==> src/rtl/coap_opt_pkg.sv <==
// Types and constants shared by the CoAP option decoder.
// Transfer payload structs, parser phase and result kind codes.
// No dependencies.
package coap_opt_pkg;

  // Parser phase
  typedef enum logic [3:0] {
    PH_IDLE,
    PH_HDR,
    PH_D1,
    PH_D2H,
    PH_D2L,
    PH_L1,
    PH_L2H,
    PH_L2L,
    PH_VAL
  } phase_t;

  // Result kind
  typedef enum logic [2:0] {
    KIND_HDR   = 3'd0,
    KIND_VAL   = 3'd1,
    KIND_OK    = 3'd2,
    KIND_NOOPT = 3'd3,
    KIND_WRONG = 3'd4,
    KIND_TRUNC = 3'd5
  } kind_t;

  localparam logic [7:0]  PAYLOAD_MARKER = 8'hFF;
  localparam logic [3:0]  NIB_EXT1       = 4'd13;
  localparam logic [3:0]  NIB_EXT2       = 4'd14;
  localparam logic [3:0]  NIB_RSVD       = 4'd15;
  localparam logic [15:0] EXT1_BIAS      = 16'd13;
  localparam logic [15:0] EXT2_BIAS      = 16'd269;

  typedef struct packed {
    logic [7:0] in_byte;
    logic       first_byte;
    logic       last_byte;
  } coap_in_t;

  typedef struct packed {
    kind_t       kind;
    logic [15:0] option_number;
    logic [15:0] option_length;
    logic [7:0]  value_byte;
    logic [15:0] byte_offset;
    logic        done_res;
  } coap_out_t;

endpackage

==> src/rtl/coap_option_decoder.sv <==
// Top level of the streaming CoAP option decoder.
// Input register, decode stage and result register.
// Depends on coap_opt_pkg and coap_opt_decode.
//
// Usage:
//  - in_valid/in_stall/in_data: one message byte per transfer, starting at the
//    first option byte. first_byte restarts the parser; last_byte marks the
//    final message byte.
//  - out_valid/out_stall/out_data: zero or one result per input byte: option
//    header, value byte, or one final status (done_res set) per message.
//  - A transfer happens on a rising edge with valid high and stall low.
//  - Throughput: one byte per cycle while out_stall is low. The decode is a single pass
//    of 16-bit add/compare logic between the input and result registers.
//  - Path: an accepted byte goes from the input register through decode into the
//    result register (out_valid high in the cycle after the byte leaves the input reg).
//  - Stall: while out_stall holds a waiting result, the decode stage halts;
//    the input register still takes one byte, then in_stall rises.
//  - Reset (rst_n low, synchronous): both registers empty, parser idle, and
//    the next byte is treated as a message start.
//  - Bytes after a status are dropped with no result until first_byte.
module coap_option_decoder #(
  parameter int OFFSET_WIDTH = 16
) (
  input  logic                    clk,
  input  logic                    rst_n,
  input  logic                    in_valid,
  output logic                    in_stall,
  input  coap_opt_pkg::coap_in_t  in_data,
  output logic                    out_valid,
  input  logic                    out_stall,
  output coap_opt_pkg::coap_out_t out_data
);
  import coap_opt_pkg::*;

  logic      in_valid_r, in_valid_nxt;
  coap_in_t  in_data_r;
  logic      out_valid_r, out_valid_nxt;
  coap_out_t out_data_r;

  logic      advance;
  logic      step;
  logic      res_valid;
  coap_out_t res;
  logic      dec_idle;

  // result register free, or its result leaves this cycle
  assign advance  = !out_valid_r || !out_stall;
  assign in_stall = in_valid_r && !advance;
  assign step     = in_valid_r && advance;

  assign in_valid_nxt  = in_stall ? in_valid_r : in_valid;
  assign out_valid_nxt = advance ? (step && res_valid) : out_valid_r;

  coap_opt_decode #(
    .OFFSET_WIDTH(OFFSET_WIDTH)
  ) u_decode (
    .clk      (clk),
    .rst_n    (rst_n),
    .step     (step),
    .item     (in_data_r),
    .res_valid(res_valid),
    .res      (res),
    .idle     (dec_idle)
  );

  always_ff @(posedge clk) begin
    if (!rst_n) begin
      in_valid_r  <= 1'b0;
      out_valid_r <= 1'b0;
    end else begin
      in_valid_r  <= in_valid_nxt;
      out_valid_r <= out_valid_nxt;
    end
  end

  // payload registers
  always_ff @(posedge clk) begin
    if (in_valid && !in_stall) begin
      in_data_r <= in_data;
    end
    if (step && res_valid) begin
      out_data_r <= res;
    end
  end

  assign out_valid = out_valid_r;
  assign out_data  = out_data_r;

  // a status result leaves the parser idle
  a_status_idle: assert property (@(posedge clk) disable iff (!rst_n)
    step && res_valid && res.done_res |=> dec_idle)
    else $error("parser not idle after status result");

  // input stage only stalls behind a blocked result
  a_stall_cause: assert property (@(posedge clk) disable iff (!rst_n)
    in_stall |-> in_valid_r && out_valid_r && out_stall)
    else $error("input stall without blocked result");

  // a held input byte is not lost or altered
  a_in_hold: assert property (@(posedge clk) disable iff (!rst_n)
    in_valid_r && !advance |=> in_valid_r && $stable(in_data_r))
    else $error("held input byte changed");

endmodule

==> src/rtl/coap_opt_decode.sv <==
// Parser state and per-byte decode for the CoAP option decoder.
// Holds phase, option number, length and value count; one byte per step.
// Depends on coap_opt_pkg.
module coap_opt_decode #(
  parameter int OFFSET_WIDTH = 16
) (
  input  logic                  clk,
  input  logic                  rst_n,
  input  logic                  step,
  input  coap_opt_pkg::coap_in_t  item,
  output logic                  res_valid,
  output coap_opt_pkg::coap_out_t res,
  output logic                  idle
);
  import coap_opt_pkg::*;

  phase_t                  phase_r, phase_nxt;
  logic                    at_first_r, at_first_nxt;
  logic [15:0]             running_r, running_nxt;
  logic [15:0]             cur_num_r, cur_num_nxt;
  logic [15:0]             cur_len_r, cur_len_nxt;
  logic [15:0]             left_r, left_nxt;
  logic [3:0]              len_nib_r, len_nib_nxt;
  logic [7:0]              high_r, high_nxt;
  logic [OFFSET_WIDTH-1:0] cnt_r, cnt_nxt;

  kind_t       kind_c;
  logic        has_c;
  logic [7:0]  vb_c;

  logic        start;
  logic [7:0]  b;
  logic [3:0]  dn;
  logic [15:0] run_b;
  logic [3:0]  ln_use;
  logic        do_delta;
  logic        do_hdr;

  assign b     = item.in_byte;
  assign dn    = b[7:4];
  assign start = item.first_byte || at_first_r;
  assign run_b = start ? 16'd0 : running_r;
  assign idle  = (phase_r == PH_IDLE);

  // Next state
  always_comb begin
    phase_nxt    = phase_r;
    at_first_nxt = at_first_r;
    running_nxt  = running_r;
    cur_num_nxt  = cur_num_r;
    cur_len_nxt  = cur_len_r;
    left_nxt     = left_r;
    len_nib_nxt  = len_nib_r;
    high_nxt     = high_r;
    cnt_nxt      = cnt_r;
    kind_c       = KIND_HDR;
    has_c        = 1'b0;
    vb_c         = 8'd0;
    ln_use       = len_nib_r;
    do_delta     = 1'b0;
    do_hdr       = 1'b0;

    if (start || (phase_r != PH_IDLE)) begin
      if (start) begin
        at_first_nxt = 1'b0;
        running_nxt  = 16'd0;
        cur_num_nxt  = 16'd0;
        cur_len_nxt  = 16'd0;
        left_nxt     = 16'd0;
        len_nib_nxt  = 4'd0;
        high_nxt     = 8'd0;
        cnt_nxt      = OFFSET_WIDTH'(1);
        phase_nxt    = PH_HDR;
        ln_use       = 4'd0;
      end else begin
        cnt_nxt = cnt_r + OFFSET_WIDTH'(1);
      end

      if (start && (item.last_byte || b == PAYLOAD_MARKER)) begin
        has_c  = 1'b1;
        kind_c = KIND_NOOPT;
      end else begin
        case (start ? PH_HDR : phase_r)
          PH_HDR: begin
            if (b == PAYLOAD_MARKER) begin
              has_c  = 1'b1;
              kind_c = KIND_OK;
            end else if (dn == NIB_RSVD) begin
              has_c  = 1'b1;
              kind_c = KIND_WRONG;
            end else begin
              len_nib_nxt = b[3:0];
              ln_use      = b[3:0];
              if (dn == NIB_EXT1) begin
                phase_nxt = PH_D1;
              end else if (dn == NIB_EXT2) begin
                phase_nxt = PH_D2H;
              end else begin
                cur_num_nxt = run_b + {12'd0, dn};
                do_delta    = 1'b1;
              end
            end
          end
          PH_D1: begin
            cur_num_nxt = run_b + {8'd0, b} + EXT1_BIAS;
            do_delta    = 1'b1;
          end
          PH_D2H: begin
            high_nxt  = b;
            phase_nxt = PH_D2L;
          end
          PH_D2L: begin
            cur_num_nxt = run_b + {high_r, b} + EXT2_BIAS;
            do_delta    = 1'b1;
          end
          PH_L1: begin
            cur_len_nxt = {8'd0, b} + EXT1_BIAS;
            do_hdr      = 1'b1;
          end
          PH_L2H: begin
            high_nxt  = b;
            phase_nxt = PH_L2L;
          end
          PH_L2L: begin
            cur_len_nxt = {high_r, b} + EXT2_BIAS;
            do_hdr      = 1'b1;
          end
          PH_VAL: begin
            vb_c     = b;
            has_c    = 1'b1;
            kind_c   = KIND_VAL;
            left_nxt = left_r - 16'd1;
            if (left_nxt == 16'd0) begin
              phase_nxt = PH_HDR;
            end
          end
          default: begin
            phase_nxt = PH_IDLE;
          end
        endcase

        // delta known: look at the length nibble
        if (do_delta) begin
          case (ln_use)
            NIB_EXT1: phase_nxt = PH_L1;
            NIB_EXT2: phase_nxt = PH_L2H;
            NIB_RSVD: begin
              has_c  = 1'b1;
              kind_c = KIND_WRONG;
            end
            default: begin
              cur_len_nxt = {12'd0, ln_use};
              do_hdr      = 1'b1;
            end
          endcase
        end

        // header complete: commit number, start value count
        if (do_hdr) begin
          running_nxt = cur_num_nxt;
          left_nxt    = cur_len_nxt;
          phase_nxt   = (cur_len_nxt == 16'd0) ? PH_HDR : PH_VAL;
          has_c       = 1'b1;
          kind_c      = KIND_HDR;
        end
      end

      // message ends early
      if (item.last_byte && (!has_c || kind_c == KIND_HDR || kind_c == KIND_VAL)) begin
        has_c  = 1'b1;
        kind_c = KIND_TRUNC;
      end

      if (has_c && kind_c != KIND_HDR && kind_c != KIND_VAL) begin
        phase_nxt = PH_IDLE;
      end
    end
  end

  // Result
  always_comb begin
    res_valid       = has_c;
    res.kind        = kind_c;
    res.byte_offset = 16'(cnt_nxt);
    if (kind_c == KIND_HDR || kind_c == KIND_VAL) begin
      res.option_number = cur_num_nxt;
      res.option_length = cur_len_nxt;
      res.value_byte    = vb_c;
      res.done_res      = 1'b0;
    end else begin
      res.option_number = 16'd0;
      res.option_length = 16'd0;
      res.value_byte    = 8'd0;
      res.done_res      = 1'b1;
    end
  end

  always_ff @(posedge clk) begin
    if (!rst_n) begin
      phase_r    <= PH_IDLE;
      at_first_r <= 1'b1;
      running_r  <= 16'd0;
      cur_num_r  <= 16'd0;
      cur_len_r  <= 16'd0;
      left_r     <= 16'd0;
      len_nib_r  <= 4'd0;
      high_r     <= 8'd0;
      cnt_r      <= '0;
    end else if (step) begin
      phase_r    <= phase_nxt;
      at_first_r <= at_first_nxt;
      running_r  <= running_nxt;
      cur_num_r  <= cur_num_nxt;
      cur_len_r  <= cur_len_nxt;
      left_r     <= left_nxt;
      len_nib_r  <= len_nib_nxt;
      high_r     <= high_nxt;
      cnt_r      <= cnt_nxt;
    end
  end

endmodule
==> config.mk <==
export PLATFORM = sky130hd
export DESIGN_NAME = coap_option_decoder
export DESIGN_NICKNAME = d
export VERILOG_FILES = /design/src/rtl/coap_opt_pkg.sv /design/src/rtl/coap_option_decoder.sv /design/src/rtl/coap_opt_decode.sv
export SDC_FILE = /design/constraint.sdc
export NUM_CORES = 1
export LEC_CHECK = 0
export BUFFER_PORTS_ARGS = -buffer_cell sky130_fd_sc_hd__buf_4
export CAP_MARGIN = 20
export CORE_MARGIN = 2
export CORE_UTILIZATION = 31
export CTS_CLUSTER_DIAMETER = 30
export DETAILED_ROUTE_END_ITERATION = 16
export PLACE_DENSITY = 0.47
export RECOVER_POWER = 100
export SYNTH_ARGS = -nofsm -noshare
export SYNTH_HDL_FRONTEND = slang
export SYNTH_SLANG_ARGS = --single-unit
==> constraint.sdc <==
create_clock -name clk -period 7 [get_ports clk]
set_clock_uncertainty 0.1 [all_clocks]
set_input_delay 1.4 -clock clk [delete_from_list [all_inputs] [get_ports clk]]
set_output_delay 1.4 -clock clk [all_outputs]
set_load 0.01 [all_outputs]
# [Word-level counts from Yosys, hierarchy flattened]
# Cells that the tools add are included.
[op_classes] addsub=9 mul=0 div_mod_pow=0 magnitude_cmp=0 eq_ne=18 shift=0 muxes=83 n_bitwise=3 n_reduce_logical=34
[ops] op="16-bit two-way mux" n=23
[ops] op="4-bit two-way mux" n=18
[ops] op="16-bit one-hot mux with 3 select lines" n=1
[ops] op="16-bit by 9-bit adder with 16-bit output, second input constant" n=2
[ops] op="16-bit logical NOT" n=2
[ops] op="16-bit one-hot mux with 2 select lines" n=1
[ops] op="3-bit two-way mux" n=10
[ops] op="4-bit equality test, second input constant" n=7
[ops] op="8-bit two-way mux" n=3
[ops] op="1-bit two-way mux" n=22
[ops] op="4-bit one-hot mux with 5 select lines" n=1
[ops] op="16-bit by 1-bit adder with 16-bit output, second input constant" n=1
[ops] op="16-bit adder" n=1
[ops] op="16-bit by 4-bit adder with 16-bit output" n=1
[ops] op="16-bit by 4-bit adder with 16-bit output, second input constant" n=1
[ops] op="16-bit by 8-bit adder with 16-bit output" n=1
[ops] op="4-bit by 3-bit equality test with 1-bit output, second input constant" n=4
[ops] op="16-bit by 1-bit subtractor with 16-bit output, second input constant" n=1
[ops] op="8-bit by 4-bit adder with 9-bit output, second input constant" n=1
[ops] op="4-bit by 2-bit equality test with 1-bit output, second input constant" n=2
[ops] op="8-bit equality test, second input constant" n=1
[ops] op="1-bit logical AND" n=8
[ops] op="4-bit one-hot mux with 2 select lines" n=1
[ops] op="4-bit OR reduction" n=2
[ops] op="other kinds (15)" n=32
[totals] ff_bits=169 latch_bits=0 mem_bits_rw=0 romBits=0 out_inout_bits=62 wordCells=167 mem_count=0

# [Logic depth before layout (Yosys ltp)]
# Gate-level depths: netlist of run 1.
[logic_depth] word_depth=27 depth_mapped=19

# [Cells and area by module]
# From an unflattened synthesis of run 1, not the netlist that was laid out.
[unflattened] cells_unflattened=1191 area_unflattened_um2=10236.1
[modules_own_cells] module="coap_opt_decode" instances=1 cells_each=1111 area_per_inst_um2=8042.7 seq_area_each_um2=1941.9
[modules_own_cells] module="coap_option_decoder" instances=1 cells_each=80 area_per_inst_um2=2193.4 seq_area_each_um2=2142.1

# [Least setup slack after synthesis of run 1]
# No wires, ideal clock.
[synth_timing] path_type="in2reg" start="input out_stall" end="register out_data_r, in the netlist out_data[0] (enable)" setup_time_ns=0.514 t_arrival_ns=5.263 t_required_ns=6.386 setup_slack_ns=1.124 path_stages=6 cell_sequence="nand2_1 and2_1 clkbuf_1 nand2_1 clkbuf_1 a41oi_1"
[synth_between] elab_chain_len=4
[synth_rtl] element="from (decl)" line_no="coap_option_decoder.sv:30" rtl="input logic out_stall,"
[synth_rtl] element="1-bit logical NOT" line_no="coap_option_decoder.sv:47" rtl="assign advance = !out_valid_r || !out_stall;"
[synth_rtl] element="1-bit logical OR" line_no="coap_option_decoder.sv:47"
[synth_rtl] element="1-bit logical AND" line_no="coap_option_decoder.sv:49" rtl="assign step = in_valid_r && advance;"
[synth_rtl] element="1-bit logical AND" line_no="coap_option_decoder.sv:81" rtl="if (step && res_valid) begin"
[synth_rtl] element="to (signal assigned)" line_no="coap_option_decoder.sv:82" rtl="out_data_r <= res;"
[synth_rtl] element="to (decl)" line_no="coap_option_decoder.sv:38" rtl="coap_out_t out_data_r;"
# No other way between the ends.
# A chain may end at the register's enable or synchronous reset.

# [Worst setup path in the final report of run 1]
[layout_timing] start="input out_stall" end="register u_decode.cur_len_r[8]"
[layout_between] elab_chain_len=3
[layout_rtl] element="1-bit logical NOT" line_no="coap_option_decoder.sv:47"
[layout_rtl] element="1-bit logical OR" line_no="coap_option_decoder.sv:47"
[layout_rtl] element="1-bit logical AND" line_no="coap_option_decoder.sv:49"
[layout_rtl] element="to (signal assigned)" line_no="coap_opt_decode.sv:214" rtl="cur_len_r <= cur_len_nxt;"
[layout_rtl] element="to (decl)" line_no="coap_opt_decode.sv:21" rtl="logic [15:0] cur_len_r, cur_len_nxt;"
# No other way between the ends.

==> run summary, run 1 <==
status = finished with violations
violated checks = max-capacitance violations, max-slew violations
clock period minus worst slack = 5620 ps
cell taking the most area after synthesis = sky130_fd_sc_hd__edfxtp_1
depth of the worst hold-timing path = 2
Syn-to-layout area delta = 12.0%
transition at the pin with the smallest max-transition slack = 2460 ps
required arrival time at the worst endpoint = 7200 ps
Final Net Count = 1243
via density per instance = 5.45
switching power = 0.000641 W
Flop pwr share = 48.1%
number of placed I/O pins = 76
Die X-Extent = 181 um
Setup violations, final = 0
Avg WL per Cell = 20.0 um
Post-CTS Hold Buffers = 0
Bufs on Longest Clock Path = 2
share of final-layout standard cells stronger than drive strength 1 = 5.24%
proportion of power drawn by combinational gates = 10.7%
placer's final routability congestion estimate = 0.877
routed via count = 8702
Post-Route Hold Slack = 364 ps
Sw Share = 28.3%
most repeated cell in the gate-level netlist after synthesis = sky130_fd_sc_hd__nor2_1
Design Area, Final = 10900 um^2
cell area after synthesis = 9710 um^2
Net Count, Synth = 1189
setup repair after global routing missed its margin = false
number of max-slew violations in the final report = 86
CTS Root Cell = sky130_fd_sc_hd__clkbuf_16
DR DRC count = 0
initial core utilization = 31.6%
clk sink count = 169
critical path class = in2reg
most instantiated cells after synthesis = 190 x sky130_fd_sc_hd__nor2_1, 133 x sky130_fd_sc_hd__nand2_1, 99 x sky130_fd_sc_hd__dfxtp_1, 85 x sky130_fd_sc_hd__a21oi_1, 70 x sky130_fd_sc_hd__edfxtp_1
standard cell area after detailed placement = 10700 um^2
Max VDD drop = 156 uV
total wire length after detailed routing = 32000 um
most area-consuming cells after synthesis = sky130_fd_sc_hd__edfxtp_1 22%, sky130_fd_sc_hd__dfxtp_1 20%, sky130_fd_sc_hd__nor2_1 7.3%, sky130_fd_sc_hd__nand2_1 5.1%, sky130_fd_sc_hd__ha_1 4.9%
post-route antenna net violation count = 0
Synth async-reset ratio = 0%
Post-CTS Setup Bufs = 0
flip-flop cell with the highest count after synthesis = sky130_fd_sc_hd__dfxtp_1
share of Yosys cell area claimed by the top area cell type = 21.7%
clock tree from TritonCTS = built
wire length of the first global-routing pass = 49900 um
pwr dens = 208 nW/um^2
total core area = 30700 um^2
startpoint type of the worst setup path = input port
Clock Latency Late Sink = 450 ps
endpoint class of the critical path = register
synthesized area divided by synthesized cell count = 8.55 um^2
H-Tree Depth = 4
global routing usage summed across all routing layers = 19.6%
Port Buffers = 75
Max stage delay on crit path = 1770 ps
count of synthesis-stage warnings from yosys = 0
Maximum Capacitance Violations = 2
largest net degree at the start of global routing = 62
peak clock frequency supported by timing = 178 MHz
Hold WC Path Type = reg2reg
antenna violations before repair = 0
number of global-route vias before repair = 8401
sum of net half-perimeters after detailed placement = 22300 um
Final Hold Fails = 0
leakage power = 3.68 nW
count of cell types in the netlist = 75
# diodes = 0
Gates resized, CTS repair = 0
Setup TNS Final = 0 ps
DRT iter0 DRCs = 657
Site Rows = 64
WP data arrival = 5820 ps
worst-case reg-to-reg path depth = 9
fraction of the yosys area taken by sequential cells = 42.1%
Tcrit/Tclk final = 80.3%
clock group share of total power = 41.2%
count of flip-flops with a built-in enable after synthesis = 70
number of CTS-inserted buffers = 17
maximum fanout along the worst path = 50
worst-case headroom to the max-slew limit = -64.2%
internal power contribution = 0.00162 W
Die Y = 181 um
series of cell instances along the critical path = clkbuf_1 > nand2_1 > nand2_1 > clkbuf_1 > nor2_4 > clkbuf_1 > nand2_1 > a32oi_1 > nor2_1
area of the die = 32700 um^2
clock transition time at the flip-flop clock pins of the worst setup and hold paths = 70 ps
post-synthesis cell count = 1135
total iterations of the first detailed-routing run = 5
flip-flop and latch count after synthesis = 169
Congestion Overflow GR = 0
cell with the biggest individual delay on the critical path = sky130_fd_sc_hd__clkbuf_1
==> layout by cell type (no fill, tap or decap), types with 17 or more instances in the layout <==
master / count
sky130_fd_sc_hd__a22oi_1: 22
sky130_fd_sc_hd__nand2_1: 134
sky130_fd_sc_hd__clkbuf_16: 17
sky130_fd_sc_hd__xor2_1: 28
sky130_fd_sc_hd__edfxtp_1: 70
sky130_fd_sc_hd__a21oi_1: 88
sky130_fd_sc_hd__nor2_1: 189
sky130_fd_sc_hd__nor3_1: 40
sky130_fd_sc_hd__xnor2_1: 39
sky130_fd_sc_hd__ha_1: 38
sky130_fd_sc_hd__inv_1: 30
sky130_fd_sc_hd__clkbuf_1: 73
sky130_fd_sc_hd__o21ai_0: 47
sky130_fd_sc_hd__dfxtp_1: 99
sky130_fd_sc_hd__nand3_1: 30
==> per-layer routing <==
| layer | track usage, % | up-vias | routed length [um] |
|---|---|---|---|
| li1 | - | 4198 | - |
| met1 | 26.9 | 4226 | 15300 |
| met2 | 31.6 | 231 | 14600 |
| met3 | 3.16 | 47 | 1390 |
| met4 | 6.54 | 0 | 690 |
| met5 | 0 | - | 0 |
==> power groups by stage <==
stage | clock network, W | registers [W] | logic [W]
6_report | 0.000932 | 0.00109 | 0.000243
5_1_grt | 0.000998 | 0.00110 | 0.000265
4_1_cts | 0.000950 | 0.00109 | 0.000265
3_5_place_dp | 0 | 0.00111 | 0.000264
3_3_place_gp | 0 | 0.00111 | 0.000264
2_1_floorplan | 0 | 0.00111 | 0.000156
==> stage by stage <==
| stage | worst slack, ps | utilization (%) | instances | total power (W) |
|---|---|---|---|---|
| 4_1_cts | 2540 | 36.4 | 1597 | 0.00231 |
| 6_report | 1380 | 35.4 | 1598 | 0.00227 |
| 5_1_grt | 1110 | 35.4 | 1598 | 0.00236 |
| 3_3_place_gp | 2650 | 34.6 | 1565 | 0.00138 |
| 3_5_place_dp | 2580 | 34.6 | 1565 | 0.00138 |
| 2_1_floorplan | 1120 | - | 1135 | 0.00127 |
==> registers in the layout, summed over array words and instances (netlist names) <==
register             cells
out_data                60
in_data_r               10
u_decode.high_r          8
u_decode.cur_num_r      16
u_decode.len_nib_r       4
u_decode.phase_r         4
u_decode.cnt_r          16
u_decode.running_r      16
u_decode.at_first_r      1
out_valid                1
in_valid_r               1
u_decode.left_r         16
u_decode.cur_len_r      16
==> layout make-up <==
class,instances,area [um^2]
timing repair buffer,88,394
inverter,31,116
clock inverter,13,121
sequential,169,4080
tap,396,495
multi-input combinational,882,5230
fill,3326,19900
clock buffer,19,433
==> critical path, delay by kind of cell <==
family          cells  cell delay (ps)
buf+inv             3             2300
compound gates      1              450
simple gates        5             1650
==> kinds of logic after synthesis <==
group / after synthesis / synth area share, %
AND/OR/NAND/NOR: 494 / 23.4
AO/OA/AOI/OAI: 274 / 18.7
flip-flops: 169 / 42.1
buffers and inverters: 84 / 3.71
XOR/XNOR: 67 / 6.05
adder cells (fa/ha/maj): 40 / 5.31
multiplexers: 7 / 0.735
==> path summary, 6_finish.rpt <==
| path | start | endpoint | slack (ps) |
|---|---|---|---|
| setup / recovery | out_stall | u_decode.cur_len_r[8]$_SDFFE_PN0P_ | 1380 |
| hold reg to reg | u_decode.cur_len_r[14]$_SDFFE_PN0P_ | u_decode.cur_len_r[14]$_SDFFE_PN0P_ | 360 |
| hold / removal | u_decode.cur_len_r[14]$_SDFFE_PN0P_ | u_decode.cur_len_r[14]$_SDFFE_PN0P_ | 360 |
| setup reg to reg | in_data_r[1]$_DFFE_PP_ | u_decode.phase_r[3]$_SDFFE_PN0P_ | 1410 |
Note: power is estimated with default switching activity, not from simulation.
==> run 2: changes to the inputs <==
--- a/config.mk
+++ b/config.mk
@@ -5,13 +5,14 @@
 export SDC_FILE = /design/constraint.sdc
 export NUM_CORES = 1
 export LEC_CHECK = 0
+export ABC_AREA = 1
 export BUFFER_PORTS_ARGS = -buffer_cell sky130_fd_sc_hd__buf_4
 export CAP_MARGIN = 20
 export CORE_MARGIN = 2
 export CORE_UTILIZATION = 31
 export CTS_CLUSTER_DIAMETER = 30
 export DETAILED_ROUTE_END_ITERATION = 16
-export PLACE_DENSITY = 0.47
+export PLACE_DENSITY = 0.48
 export RECOVER_POWER = 100
 export SYNTH_ARGS = -nofsm -noshare
 export SYNTH_HDL_FRONTEND = slang
==> constraint.sdc (replaced) <==
create_clock -name clk -period 5.1 [get_ports clk]
set_clock_uncertainty 0.1 [all_clocks]
set_input_delay 1.02 -clock clk [delete_from_list [all_inputs] [get_ports clk]]
set_output_delay 1.02 -clock clk [all_outputs]
set_load 0.01 [all_outputs]
==> run summary, run 2 <==
Bufs on Longest Clock Path = 2
total wire length after detailed routing = 34800 um
internal power contribution = 0.00241 W
cell taking the most area after synthesis = sky130_fd_sc_hd__edfxtp_1
Die Y = 188 um
transition at the pin with the smallest max-transition slack = 1590 ps
Site Rows = 67
count of flip-flops with a built-in enable after synthesis = 70
# diodes = 0
leading cell type in the layout, fill and taps excluded = sky130_fd_sc_hd__nand2_1
setup repair after global routing missed its margin = false
wire length of the first global-routing pass = 54500 um
depth of the worst hold-timing path = 2
Setup violations, final = 0
share of final-layout standard cells stronger than drive strength 1 = 6.33%
Top cell by count, worst path = sky130_fd_sc_hd__nand2_1
Net Count, Synth = 1543
flip-flop count of the largest register after layout = 60
most frequent cells in the layout = 371 x sky130_fd_sc_hd__nand2_1, 171 x sky130_fd_sc_hd__inv_1, 149 x sky130_fd_sc_hd__nor2_1, 149 x sky130_fd_sc_hd__a21oi_1, 130 x sky130_fd_sc_hd__nand3_1
WP data arrival = 4650 ps
sum of net half-perimeters after detailed placement = 25600 um
Max stage delay on crit path = 710 ps
family of cells with the greatest summed delay on the critical path = simple AND/OR/NAND/NOR gates
CTS Root Cell = sky130_fd_sc_hd__clkbuf_16
flip-flop cell with the highest count after synthesis = sky130_fd_sc_hd__dfxtp_1
standard cell area after detailed placement = 11500 um^2
endpoint class of the critical path = register
Final Net Count = 1604
Design Area, Final = 11900 um^2
Syn-to-layout area delta = 13.0%
placer's final routability congestion estimate = 0.878
Sw Share = 28.9%
DRT iter0 DRCs = 859
Final Hold Fails = 0
synthesized area divided by synthesized cell count = 7.06 um^2
routed via count = 10110
worst reg2reg startpoint = in_data_r[1]$_DFFE_PP_
flip-flop and latch count after synthesis = 169
number of global-route vias before repair = 9521
global routing usage summed across all routing layers = 19.7%
most instantiated cells after synthesis = 367 x sky130_fd_sc_hd__nand2_1, 169 x sky130_fd_sc_hd__inv_1, 148 x sky130_fd_sc_hd__a21oi_1, 148 x sky130_fd_sc_hd__nor2_1, 130 x sky130_fd_sc_hd__nand3_1
switching power = 0.000979 W
startpoint type of the worst setup path = register
Max VDD drop = 223 uV
Tcrit/Tclk final = 90.3%
H-Tree Depth = 4
number of cells on the critical path = 13
total core area = 33400 um^2
via density per instance = 5.03
met1 routed wirelength after detailed routing = 17700 um
share of Yosys cell area claimed by the top area cell type = 20.0%
most area-consuming cells after synthesis = sky130_fd_sc_hd__edfxtp_1 20%, sky130_fd_sc_hd__dfxtp_1 19%, sky130_fd_sc_hd__nand2_1 13%, sky130_fd_sc_hd__a21oi_1 7.0%, sky130_fd_sc_hd__nand3_1 6.2%
clk sink count = 169
series of cell instances along the critical path = nor2_4 > nand2_1 > nand2_1 > nor2_2 > inv_1 > nand2_8 > nand2_1 > nand2_2 > nor2_1 > nand3_1 > nand2_1 > inv_2 > buf_4
number of placed I/O pins = 76
count of synthesis-stage warnings from yosys = 0
worst-case reg-to-reg path depth = 13
violated checks = max-capacitance violations, max-slew violations
Detail Route met2 WL = 15000 um
required arrival time at the worst endpoint = 5140 ps
initial core utilization = 31.4%
Clock Latency Late Sink = 440 ps
count of cell types in the netlist = 51
status = finished with violations
buffer and inverter count on the worst path = 3
Crit. Startpoint = in_data_r[1]$_DFFE_PP_
area of the die = 35400 um^2
number of CTS-inserted buffers = 17
clock period minus worst slack = 4610 ps
detailed-routed wire length on met3 = 1900 um
Port Buffers = 75
post-route antenna net violation count = 0
DR DRC count = 0
Setup TNS Final = 0 ps
Congestion Overflow GR = 0
most repeated cell in the gate-level netlist after synthesis = sky130_fd_sc_hd__nand2_1
proportion of power drawn by combinational gates = 13.1%
pwr dens = 285 nW/um^2
Hold WC Path Type = reg2reg
worst min-delay path startpoint = u_decode.cur_len_r[6]$_SDFFE_PN0P_
peak clock frequency supported by timing = 217 MHz
top routing layer in use = met4
critical path class = reg2reg
Post-CTS Setup Bufs = 0
post-synthesis cell count = 1489
fraction of the yosys area taken by sequential cells = 38.8%
clock transition time at the flip-flop clock pins of the worst setup and hold paths = 70 ps
Maximum Capacitance Violations = 1
Avg WL per Cell = 17.3 um
leakage power = 4.89 nW
number of filler instances in the final layout = 3646
Synth async-reset ratio = 0%
clock tree from TritonCTS = built
Post-CTS Hold Buffers = 0
Die X-Extent = 188 um
worst-case headroom to the max-slew limit = -6.36%
Flop pwr share = 43.9%
total iterations of the first detailed-routing run = 5
largest net degree at the start of global routing = 54
cell with the biggest individual delay on the critical path = sky130_fd_sc_hd__nand2_1
Gates resized, CTS repair = 0
maximum fanout along the worst path = 31
clock group share of total power = 43.0%
cell area after synthesis = 10500 um^2
antenna violations before repair = 0
number of max-slew violations in the final report = 44
[run 2: cell count changes after synthesis, sizes merged, moves of 10 or more]
cell | before | now
xor2 | 28 | 16
nand2 | 134 | 380
nand2b | 10 | 0
inv | 31 | 182
nor4 | 16 | 2
nand3 | 30 | 132
a22oi | 22 | 9
nor2 | 193 | 157
nor3 | 41 | 21
and2 | 18 | 0
xnor2 | 39 | 6
o21ai | 49 | 93
a21oi | 89 | 150
a211oi | 16 | 1
[run 2: worst reg2reg max path: cells and delay by family, from the launching register on]
kind                   cells  cell delay (ps)
buffers and inverters      3              750
AND/OR/NAND/NOR           10             3040
flip-flops                 1              430
[run 2: area by class of cell]
class | instances | area (um^2) | area share (%)
timing repair buffer | 95 | 450 | 3.79
inverter | 185 | 694 | 5.84
clock inverter | 14 | 206 | 1.74
multi-input combinational | 1082 | 5460 | 46.0
clock buffer | 18 | 429 | 3.61
sequential | 169 | 4080 | 34.4
tap | 448 | 561 | 4.71
[run 2: logic make-up (layout without fill, tap and decap cells)]
family | after synthesis | after routing | share of synthesized area (%)
AND/OR/NAND/NOR | 723 | 723 | 29.8
AO/OA/AOI/OAI | 296 | 296 | 15.6
buffers and inverters | 238 | 312 | 8.94
flip-flops | 169 | 169 | 38.8
adder cells (fa/ha/maj) | 40 | 40 | 4.90
XOR/XNOR | 22 | 22 | 1.83
multiplexers | 1 | 1 | 0.0952
[run 2: per-stage QoR]
| stage | worst slack, ps | hold WS [ps] | std cells | utilization, % | power, W |
|---|---|---|---|---|---|
| 2_1_floorplan | 1480 | 345 | 1489 | - | 0.00182 |
| 3_3_place_gp | 928 | 352 | 1979 | 34.5 | 0.00198 |
| 3_5_place_dp | 873 | 358 | 1979 | 34.5 | 0.00198 |
| 4_1_cts | 840 | 369 | 2011 | 36.4 | 0.00344 |
| 5_1_grt | 240 | 385 | 2011 | 35.5 | 0.00351 |
| 6_report | 495 | 367 | 2011 | 35.5 | 0.00339 |
[run 2: final timing paths]
| check | end | slack [ps] |
|---|---|---|
| worst max-delay path | out_data[24]$_SDFFCE_PP0P_ | 490 |
| worst min-delay path | u_decode.cur_len_r[6]$_SDFFE_PN0P_ | 370 |
| worst max register to register | out_data[24]$_SDFFCE_PP0P_ | 490 |
| worst min register to register | u_decode.cur_len_r[6]$_SDFFE_PN0P_ | 370 |
[run 2: per-layer routing]
metal,track usage (%),up-vias
met4,4.18,0
met5,0,-
met2,30.2,306
met3,2.83,17
li1,-,5066
met1,29.3,4721
[run 2: power groups by stage]
| stage | clock network, W | logic (W) | registers, W |
|---|---|---|---|
| final | 0.00146 | 0.000443 | 0.00149 |
| after detailed placement | 0 | 0.000465 | 0.00152 |
| after global routing | 0.00152 | 0.000491 | 0.00149 |
| after floorplan | 0 | 0.000293 | 0.00153 |
| after global placement | 0 | 0.000465 | 0.00152 |
| after CTS | 0.00148 | 0.000467 | 0.00149 |
